**src/rtl/cdr_pkg.sv**
```systemverilog
// ----------------------------------------------------------------------------
// cdr_pkg
// Shared widths, register indexes, reset values and types of the contact
// debounce reporter.
// ----------------------------------------------------------------------------
package cdr_pkg;

    // Field widths
    localparam int CONTACT_W  = 16;
    localparam int MS_W       = 32;
    localparam int US_W       = 32;
    localparam int SEQ_W      = 16;
    localparam int DEBOUNCE_W = 16;
    localparam int MASK_W     = 16;

    // Stream payload widths
    localparam int IN_TDATA_W  = CONTACT_W + MS_W + US_W;
    localparam int OUT_TDATA_W = CONTACT_W + CONTACT_W + SEQ_W;

    // Configuration port
    localparam int CFG_IDX_W  = 2;
    localparam int CFG_DATA_W = 32;

    localparam logic [CFG_IDX_W-1:0] REG_DEBOUNCE_MS = 2'd0;
    localparam logic [CFG_IDX_W-1:0] REG_REFRESH_US  = 2'd1;
    localparam logic [CFG_IDX_W-1:0] REG_KEY_MASK    = 2'd2;

    localparam logic [DEBOUNCE_W-1:0] DEBOUNCE_MS_RST = 16'd10;
    localparam logic [US_W-1:0]       REFRESH_US_RST  = 32'd100000;
    localparam logic [MASK_W-1:0]     KEY_MASK_RST    = 16'hFFFF;

    // Report decision for one scan
    typedef struct packed {
        logic             sent;
        logic [SEQ_W-1:0] sequence_num;
    } report_t;

endpackage

```
**src/rtl/cdr_in_stage.sv**
```systemverilog
// ----------------------------------------------------------------------------
// cdr_in_stage
// Input register: captures one scan transaction and holds it until the
// processing stage takes it.
// ----------------------------------------------------------------------------
module cdr_in_stage (
    input  logic                          aclk,
    input  logic                          aresetn,
    input  logic                          s_tvalid,
    output logic                          s_tready,
    // raw_contacts [15:0], time_ms [47:16], time_us [79:48]
    input  logic [cdr_pkg::IN_TDATA_W-1:0] s_tdata,
    // link_up [0]
    input  logic                          s_tuser,
    input  logic                          take,
    output logic                          item_valid,
    output logic [cdr_pkg::CONTACT_W-1:0] raw_contacts,
    output logic [cdr_pkg::MS_W-1:0]      time_ms,
    output logic [cdr_pkg::US_W-1:0]      time_us,
    output logic                          link_up
);

    logic                          valid_reg;
    logic                          valid_next;
    logic [cdr_pkg::IN_TDATA_W-1:0] data_reg;
    logic                          link_reg;
    logic                          load;

    // Accept when empty or when the held scan leaves this cycle
    assign s_tready   = !valid_reg || take;
    assign load       = s_tvalid && s_tready;
    assign valid_next = load || (valid_reg && !take);

    always_ff @(posedge aclk) begin
        if (!aresetn) begin
            valid_reg <= 1'b0;
        end else begin
            valid_reg <= valid_next;
        end
    end

    // Capture payload
    always_ff @(posedge aclk) begin
        if (load) begin
            data_reg <= s_tdata;
            link_reg <= s_tuser;
        end
    end

    assign item_valid   = valid_reg;
    assign raw_contacts = data_reg[cdr_pkg::CONTACT_W-1:0];
    assign time_ms      = data_reg[cdr_pkg::CONTACT_W +: cdr_pkg::MS_W];
    assign time_us      = data_reg[cdr_pkg::CONTACT_W + cdr_pkg::MS_W +: cdr_pkg::US_W];
    assign link_up      = link_reg;

endmodule

```
**src/rtl/cdr_debounce.sv**
```systemverilog
// ----------------------------------------------------------------------------
// cdr_debounce
// Per-contact debounce lanes: previous raw level, change timestamp and
// debounced level, all contacts compared in parallel.
// ----------------------------------------------------------------------------
module cdr_debounce #(
    parameter int CONTACTS = 16
) (
    input  logic                           aclk,
    input  logic                           aresetn,
    input  logic                           advance,
    input  logic [CONTACTS-1:0]            raw,
    input  logic [cdr_pkg::MS_W-1:0]       now_ms,
    input  logic [cdr_pkg::DEBOUNCE_W-1:0] debounce_ms,
    output logic [CONTACTS-1:0]            debounced_next,
    output logic                           changed
);

    logic [CONTACTS-1:0]          prev_reg;
    logic [CONTACTS-1:0]          deb_reg;
    logic [cdr_pkg::MS_W-1:0]     time_reg  [CONTACTS];
    logic [cdr_pkg::MS_W-1:0]     time_next [CONTACTS];
    logic [CONTACTS-1:0]          flip;
    logic [cdr_pkg::MS_W-1:0]     limit;

    assign limit = cdr_pkg::MS_W'(debounce_ms);

    // One lane per contact
    for (genvar i = 0; i < CONTACTS; i++) begin : g_lane
        logic [cdr_pkg::MS_W-1:0] age;

        assign age = now_ms - time_reg[i];

        always_comb begin
            time_next[i] = time_reg[i];
            flip[i]      = 1'b0;
            if (raw[i] != prev_reg[i]) begin
                // Restart the timer on a raw edge
                time_next[i] = now_ms;
            end else if (raw[i] != deb_reg[i] && age >= limit) begin
                flip[i] = 1'b1;
            end
        end

        always_ff @(posedge aclk) begin
            if (!aresetn) begin
                time_reg[i] <= '0;
            end else if (advance) begin
                time_reg[i] <= time_next[i];
            end
        end
    end

    assign debounced_next = deb_reg ^ flip;
    assign changed        = |flip;

    always_ff @(posedge aclk) begin
        if (!aresetn) begin
            prev_reg <= '0;
            deb_reg  <= '0;
        end else if (advance) begin
            prev_reg <= raw;
            deb_reg  <= debounced_next;
        end
    end

endmodule

```
**src/rtl/cdr_report.sv**
```systemverilog
// ----------------------------------------------------------------------------
// cdr_report
// Report scheduler: refresh timestamp, due decision and sequence counter.
// ----------------------------------------------------------------------------
module cdr_report (
    input  logic                     aclk,
    input  logic                     aresetn,
    input  logic                     advance,
    input  logic                     changed,
    input  logic                     link_up,
    input  logic [cdr_pkg::US_W-1:0] now_us,
    input  logic [cdr_pkg::US_W-1:0] refresh_us,
    output cdr_pkg::report_t         report
);

    logic [cdr_pkg::US_W-1:0]  last_reg;
    logic [cdr_pkg::US_W-1:0]  elapsed;
    logic [cdr_pkg::SEQ_W-1:0] seq_reg;
    logic [cdr_pkg::SEQ_W-1:0] seq_next;
    logic                      due;
    logic                      sent;

    // Report due on a debounced change or after the refresh interval
    assign elapsed  = now_us - last_reg;
    assign due      = changed || (elapsed >= refresh_us);
    assign sent     = due && link_up;
    assign seq_next = seq_reg + cdr_pkg::SEQ_W'(1);

    always_comb begin
        report.sent         = sent;
        report.sequence_num = sent ? seq_reg : '0;
    end

    // Move refresh time on every due report, count only sent ones
    always_ff @(posedge aclk) begin
        if (!aresetn) begin
            last_reg <= '0;
            seq_reg  <= '0;
        end else if (advance) begin
            if (due) begin
                last_reg <= now_us;
            end
            if (sent) begin
                seq_reg <= seq_next;
            end
        end
    end

endmodule

```
**src/rtl/contact_debounce_reporter.sv**
```systemverilog
// ----------------------------------------------------------------------------
// contact_debounce_reporter
// Timestamp-based contact debouncer with periodic refresh reporting.
//
//  channel  | ports            | payload (lowest bit first)
//  ---------+------------------+---------------------------------------------
//  scan in  | s_tvalid/tready  | tdata: raw_contacts, time_ms, time_us
//           |                  | tuser: link_up
//  result   | m_tvalid/tready  | tdata: stable_contacts, button_bits,
//           |                  |        report_sequence; tuser: report_valid
//  config   | cfg_wr_en        | cfg_index, cfg_wdata
//
// One scan per cycle sustained while m_tready is high; a scan's result is
// registered in the input register, then in the result register.
// All per-contact state updates in the single cycle the scan leaves the
// input register, so consecutive scans see each other's updates.
// A stalled result register holds; the input register still takes one more
// scan, and s_tready drops only when both are full.
// Reset is synchronous, active low; it resets all state but not payload data.
// ----------------------------------------------------------------------------
module contact_debounce_reporter #(
    parameter int CONTACTS = 16
) (
    input  logic                            aclk,
    input  logic                            aresetn,
    input  logic                            s_tvalid,
    output logic                            s_tready,
    // raw_contacts [15:0], time_ms [47:16], time_us [79:48]
    input  logic [cdr_pkg::IN_TDATA_W-1:0]  s_tdata,
    // link_up [0]
    input  logic                            s_tuser,
    output logic                            m_tvalid,
    input  logic                            m_tready,
    // stable_contacts [15:0], button_bits [31:16], report_sequence [47:32]
    output logic [cdr_pkg::OUT_TDATA_W-1:0] m_tdata,
    // report_valid [0]
    output logic                            m_tuser,
    input  logic                            cfg_wr_en,
    input  logic [cdr_pkg::CFG_IDX_W-1:0]   cfg_index,
    input  logic [cdr_pkg::CFG_DATA_W-1:0]  cfg_wdata
);

    logic [cdr_pkg::DEBOUNCE_W-1:0] debounce_ms_reg;
    logic [cdr_pkg::US_W-1:0]       refresh_us_reg;
    logic [cdr_pkg::MASK_W-1:0]     key_mask_reg;

    logic                           item_valid;
    logic [cdr_pkg::CONTACT_W-1:0]  raw_contacts;
    logic [cdr_pkg::MS_W-1:0]       time_ms;
    logic [cdr_pkg::US_W-1:0]       time_us;
    logic                           link_up;
    logic                           advance;

    logic [CONTACTS-1:0]            debounced_next;
    logic                           changed;
    cdr_pkg::report_t               report;

    logic [cdr_pkg::CONTACT_W-1:0]  stable_full;
    logic                           m_valid_reg;
    logic [cdr_pkg::OUT_TDATA_W-1:0] m_data_reg;
    logic                           m_user_reg;

    // Configuration writes
    always_ff @(posedge aclk) begin
        if (!aresetn) begin
            debounce_ms_reg <= cdr_pkg::DEBOUNCE_MS_RST;
            refresh_us_reg  <= cdr_pkg::REFRESH_US_RST;
            key_mask_reg    <= cdr_pkg::KEY_MASK_RST;
        end else if (cfg_wr_en) begin
            case (cfg_index)
                cdr_pkg::REG_DEBOUNCE_MS: begin
                    debounce_ms_reg <= cfg_wdata[cdr_pkg::DEBOUNCE_W-1:0];
                end
                cdr_pkg::REG_REFRESH_US: begin
                    refresh_us_reg <= cfg_wdata[cdr_pkg::US_W-1:0];
                end
                cdr_pkg::REG_KEY_MASK: begin
                    key_mask_reg <= cfg_wdata[cdr_pkg::MASK_W-1:0];
                end
                default: begin
                end
            endcase
        end
    end

    // Advance a scan when the result register is free or draining
    assign advance = item_valid && (!m_valid_reg || m_tready);

    cdr_in_stage u_in_stage (
        .aclk         (aclk),
        .aresetn      (aresetn),
        .s_tvalid     (s_tvalid),
        .s_tready     (s_tready),
        .s_tdata      (s_tdata),
        .s_tuser      (s_tuser),
        .take         (advance),
        .item_valid   (item_valid),
        .raw_contacts (raw_contacts),
        .time_ms      (time_ms),
        .time_us      (time_us),
        .link_up      (link_up)
    );

    cdr_debounce #(
        .CONTACTS (CONTACTS)
    ) u_debounce (
        .aclk           (aclk),
        .aresetn        (aresetn),
        .advance        (advance),
        .raw            (raw_contacts[CONTACTS-1:0]),
        .now_ms         (time_ms),
        .debounce_ms    (debounce_ms_reg),
        .debounced_next (debounced_next),
        .changed        (changed)
    );

    cdr_report u_report (
        .aclk       (aclk),
        .aresetn    (aresetn),
        .advance    (advance),
        .changed    (changed),
        .link_up    (link_up),
        .now_us     (time_us),
        .refresh_us (refresh_us_reg),
        .report     (report)
    );

    // Zero-extend the debounced mask to the field width
    assign stable_full = cdr_pkg::CONTACT_W'(debounced_next);

    // Result register
    always_ff @(posedge aclk) begin
        if (!aresetn) begin
            m_valid_reg <= 1'b0;
        end else if (advance) begin
            m_valid_reg <= 1'b1;
        end else if (m_tready) begin
            m_valid_reg <= 1'b0;
        end
    end

    always_ff @(posedge aclk) begin
        if (advance) begin
            m_data_reg <= {report.sequence_num, stable_full & key_mask_reg, stable_full};
            m_user_reg <= report.sent;
        end
    end

    assign m_tvalid = m_valid_reg;
    assign m_tdata  = m_data_reg;
    assign m_tuser  = m_user_reg;

`ifndef SYNTHESIS
    // A scan that advances always shows up as a result next cycle
    a_advance_fills: assert property (@(posedge aclk) disable iff (!aresetn)
        advance |=> m_valid_reg)
        else $error("advanced scan did not reach result register");

    // A held scan keeps its timestamps while the result side stalls
    a_hold_scan: assert property (@(posedge aclk) disable iff (!aresetn)
        item_valid && !advance |=> item_valid && $stable(time_ms) && $stable(time_us))
        else $error("held scan changed while stalled");

    // Button bits are a subset of the stable contacts
    a_button_subset: assert property (@(posedge aclk) disable iff (!aresetn)
        m_valid_reg |-> ((m_data_reg[31:16] & ~m_data_reg[15:0]) == '0))
        else $error("button bits outside stable contacts");

    // No report sent means a zero sequence field
    a_seq_zero: assert property (@(posedge aclk) disable iff (!aresetn)
        m_valid_reg && !m_user_reg |-> (m_data_reg[47:32] == '0))
        else $error("sequence set without a report");

    // A report is never sent while the link is down
    a_link_gate: assert property (@(posedge aclk) disable iff (!aresetn)
        advance && !link_up |=> !m_user_reg)
        else $error("report sent with link down");
`endif

endmodule
```
**config.mk**
```make
export PLATFORM = sky130hd
export DESIGN_NAME = contact_debounce_reporter
export DESIGN_NICKNAME = d
export VERILOG_FILES = /design/src/rtl/cdr_pkg.sv /design/src/rtl/cdr_in_stage.sv /design/src/rtl/cdr_debounce.sv /design/src/rtl/cdr_report.sv /design/src/rtl/contact_debounce_reporter.sv
export SDC_FILE = /design/constraint.sdc
export NUM_CORES = 2
export LEC_CHECK = 0
export BUFFER_PORTS_ARGS = -buffer_cell sky130_fd_sc_hd__buf_4
export CORE_ASPECT_RATIO = 0.75
export CORE_MARGIN = 2
export CORE_UTILIZATION = 40
export CTS_CLUSTER_DIAMETER = 40
export CTS_CLUSTER_SIZE = 8
export DETAILED_ROUTE_END_ITERATION = 12
export PLACE_DENSITY = 0.63
export SYNTH_ARGS = -nofsm -noshare
export SYNTH_HDL_FRONTEND = slang
export SYNTH_SLANG_ARGS = --single-unit
export TNS_END_PERCENT = 1
```
**constraint.sdc**
```tcl
create_clock -name aclk -period 7.3 [get_ports aclk]
set_input_delay 1.46 -clock aclk [delete_from_list [all_inputs] [get_ports aclk]]
set_output_delay 1.46 -clock aclk [all_outputs]
set_load 0.1 [all_outputs]
```
==> flow_summary_export.csv <==
group,metric,value,unit
yosys,ys_top_cells_by_area,"edfxtp_1 30%, ha_1 16%, a21oi_1 4.7%",
clock_tree,cts_tree,"done",
timing,timing.final.crit_period,7.19,ns
floorplanning,rows,128,
route,wl,245000,µm
timing,fin_crit_sh,98.5,%
yosys,syn_area,0.0650,mm²
yosys,synth.distinct_cells,97,
timing,finalClockSkew,0.0368,ns
timing,slew_violations,0,
cells_and_area,instances_no_fill,9906,
worst_setup_path,endpoint,"u_report.last_reg[7]",
cells_and_area,area_delta_synth_final,15.4,%
power,internal-power,11.4,mW
worst_setup_path,slowest_stage,"or4b_1",
worst_setup_path,timing.rr.start,"u_in_stage.data_reg[20]",
yosys,ys_top_cells_by_count,"816 x ha_1, 746 x inv_1, 678 x nand2_1",
floorplanning,die_w,469,µm
placement,dp.cells,9613,
yosys,yosysSeqAreaShare,34.2,%
cells_and_area,finalCoreUtilization,46.3,%
yosys,synth-seq-cells,788,
timing,timing.final.hold_violations,0,
cells_and_area,nNetsFinal,8587,
cells_and_area,fillers,15400,
global_routing,grt.overflow.total,0,
route,viasPerCell,6.01,
cells_and_area,drive_above_1_share,9.32,%
clock_tree,cts-root-buf,"clkbuf_16",
cells_and_area,largest_reg_flops,512,
worst_setup_path,reg2regPathDepth,27,
floorplanning,die_y,353,µm
power,p_per_area,231,mW/mm²
global_routing,grt_pass1_vias,54900,
route,wire_per_inst,24.7,µm
route,drc,0,
clock_tree,cts_sinks,788,
worst_setup_path,crit_fanout,14,
yosys,synth.most_common_cell,"ha_1",
clock_tree,cts_buffers,149,
worst_setup_path,reg2reg_setup_slack,0.11,ns
route,drt_first_pass_iters,6,
global_routing,antenna_found_initial,32,
floorplanning,dieArea,0.166,mm²
worst_setup_path,critPathKind,"register to register",
power,p_seq_share,30.5,%
timing,grt_setup_unrepaired,"true",
worst_setup_path,worst_ep_required_time,8.02,ns
worst_setup_path,reg2reg_to,"u_report.last_reg[7]",
worst_setup_path,slowest_delay,0.73,ns
power,pwr-share-clk,38.5,%
global_routing,grt_first_pass_wirelength,354000,µm
floorplanning,io_pins,171,
clock_tree,clock_path_buffers,3,
power,net-switching-power,5.93,mW
route,final_antenna_net_count,0,
global_routing,grt_start_max_net_pins,84,
worst_setup_path,worstSetupEndpointType,"register",
placement,hpwl,173000,µm
clock_tree,hold_buffers,0,
worst_setup_path,worstPathArrival,7.91,ns
timing,slew_headroom,9.44,%
yosys,syn_area_per_cell,8.85,µm²
power,p_comb_share,31.0,%
yosys,synth_top_cell_area_share,29.7,%
power,ir_drop,218,µV
timing,clock.fmax,139,MHz
timing,whs,0.452,ns
placement,globalplace.congestion,0.949,
power,p_leak,30.9,nW
status,status,"complete, no violations",
worst_setup_path,cp-start-kind,"register",
timing,worstMarginPinSlew,1.36,ns
route,route.vias.total,59500,
yosys,synth_edf_count,642,
yosys,syn_nets,8291,
placement,port_buffers,170,
yosys,yosys_warnings,0,
worst_setup_path,crit_start,"u_in_stage.data_reg[20]",
yosys,synthFlopType,"edfxtp_1",
yosys,syn_inst,7338,
floorplanning,core-area,0.162,mm²
clock_tree,h-tree-depth,4,
worst_setup_path,path_common_cell,"o21ai_0",
clock_tree,insertion_delay,0.80,ns
route,detail_route.iter0.violations,6820,
flow_run,maxCapViolCount,0,
yosys,ys_async_sr_fraction,0,%
clock_tree,path_clk_slew,0.05,ns
timing,setup_viol,0,
power,sw_frac_of_total,34.2,%
worst_hold_path,min-delay-path-class,"register to register",
global_routing,track_usage,28.3,%
floorplanning,start_util,40.2,%
yosys,synth_top_cell_by_area,"edfxtp_1",
==> layer usage <==
metal	routed length, µm	vias to the layer above	track usage [%]
met5	21	-	0
li1	-	27700	-
met1	108000	28700	40.0
met2	106000	2660	43.5
met3	22500	416	5.10
met4	8200	4	9.50
==> worst max-delay path: cells and delay by family (launching register included) <==
kind	cells	cell delay [ns]
compound gates	10	2.73
buf+inv	4	0.81
flops	1	0.35
simple gates	10	2.36
xor+xnor	1	0.16
fa+ha+maj	2	0.69
==> power groups by stage <==
stage / clock, mW / sequential [mW] / combinational, mW
3_3_place_gp: 0 / 5.36 / 5.13
4_1_cts: 6.73 / 5.28 / 5.22
5_1_grt: 6.95 / 5.30 / 5.89
6_report: 6.66 / 5.28 / 5.38
2_1_floorplan: 0 / 5.45 / 3.56
3_5_place_dp: 0 / 5.36 / 5.18
==> per-stage QoR <==
step	cell area (µm²)	power, mW	setup slack (ns)	TNS (ns)
finish	74900	17.3	0.110	0
global route	74900	18.1	-0.0517	-0.222
CTS	74600	17.2	0.0300	0
detailed placement	69800	10.5	-0.173	-6.43
global placement	69800	10.5	-0.324	-16.58
floorplan	65000	9.02	0.731	0
==> layout by cell type, fill, tap and decap left out, drive strengths merged, types with 54 or more instances in the layout <==
cell type  instances
xnor2            217
clkbuf           205
ha               816
o21bai            54
a31oi             60
a211oi            84
inv              751
a21oi            612
nand2b           134
nand3            212
a21boi           100
dfxtp            146
o21a             113
and3             112
buf              354
edfxtp           642
nand4            131
o21ai            412
nand2            678
xor2             116
and2              66
a21o             206
nor2             437
nor3             106
nor2b             86
o211ai            90
==> cells by family (layout without fill, tap and decap cells) <==
kind of cell / after synthesis / count (layout) / share of synthesized area (%)
xor gates and xnor gates: 333 / 333 / 4.50
adders and majority gates: 833 / 833 / 16.2
DFF: 788 / 788 / 34.2
muxes: 61 / 61 / 0.963
buffers and inverters: 959 / 1368 / 5.61
other: 0 / 14 / 0
and+or+nand+nor: 2209 / 2209 / 16.8
AOI/OAI and AO/OA: 2155 / 2155 / 21.7
==> repair_timing <==
item | in CTS | in global routing
cloned | 0 | 5
gates resized for setup | 3 | 45
pin swaps | 0 | 13
setup buffers | 0 | 11
endpoints found under the setup margin | 65 | 65
==> how the worst min path moves through the flow <==
| stage | from | endpoint | slack (ns) | cells past startpoint |
|---|---|---|---|---|
| 2_1_floorplan | key_mask_reg[0] | key_mask_reg[0] | 0.43 | 2 |
| 3_3_place_gp | key_mask_reg[5] | key_mask_reg[5] | 0.44 | 2 |
| 3_5_place_dp | key_mask_reg[11] | key_mask_reg[11] | 0.45 | 2 |
| 4_1_cts | u_report.last_reg[28] | u_report.last_reg[28] | 0.46 | 2 |
| 5_1_grt | refresh_us_reg[2] | refresh_us_reg[2] | 0.48 | 2 |
| 6_report | u_report.last_reg[27] | u_report.last_reg[27] | 0.45 | 2 |
==> final cells by class <==
cell class	count	area, µm²	area share (%)
multi-input cells	5591	39500	52.7
flip-flops and latches	788	22200	29.6
clock buffers	201	4110	5.49
repair buffers	358	2970	3.97
inverters	746	2800	3.74
well taps	2145	2680	3.58
clock inverters	63	626	0.835
diodes	14	35.0	0.0468
Note: power is estimated with default switching activity, not from simulation.
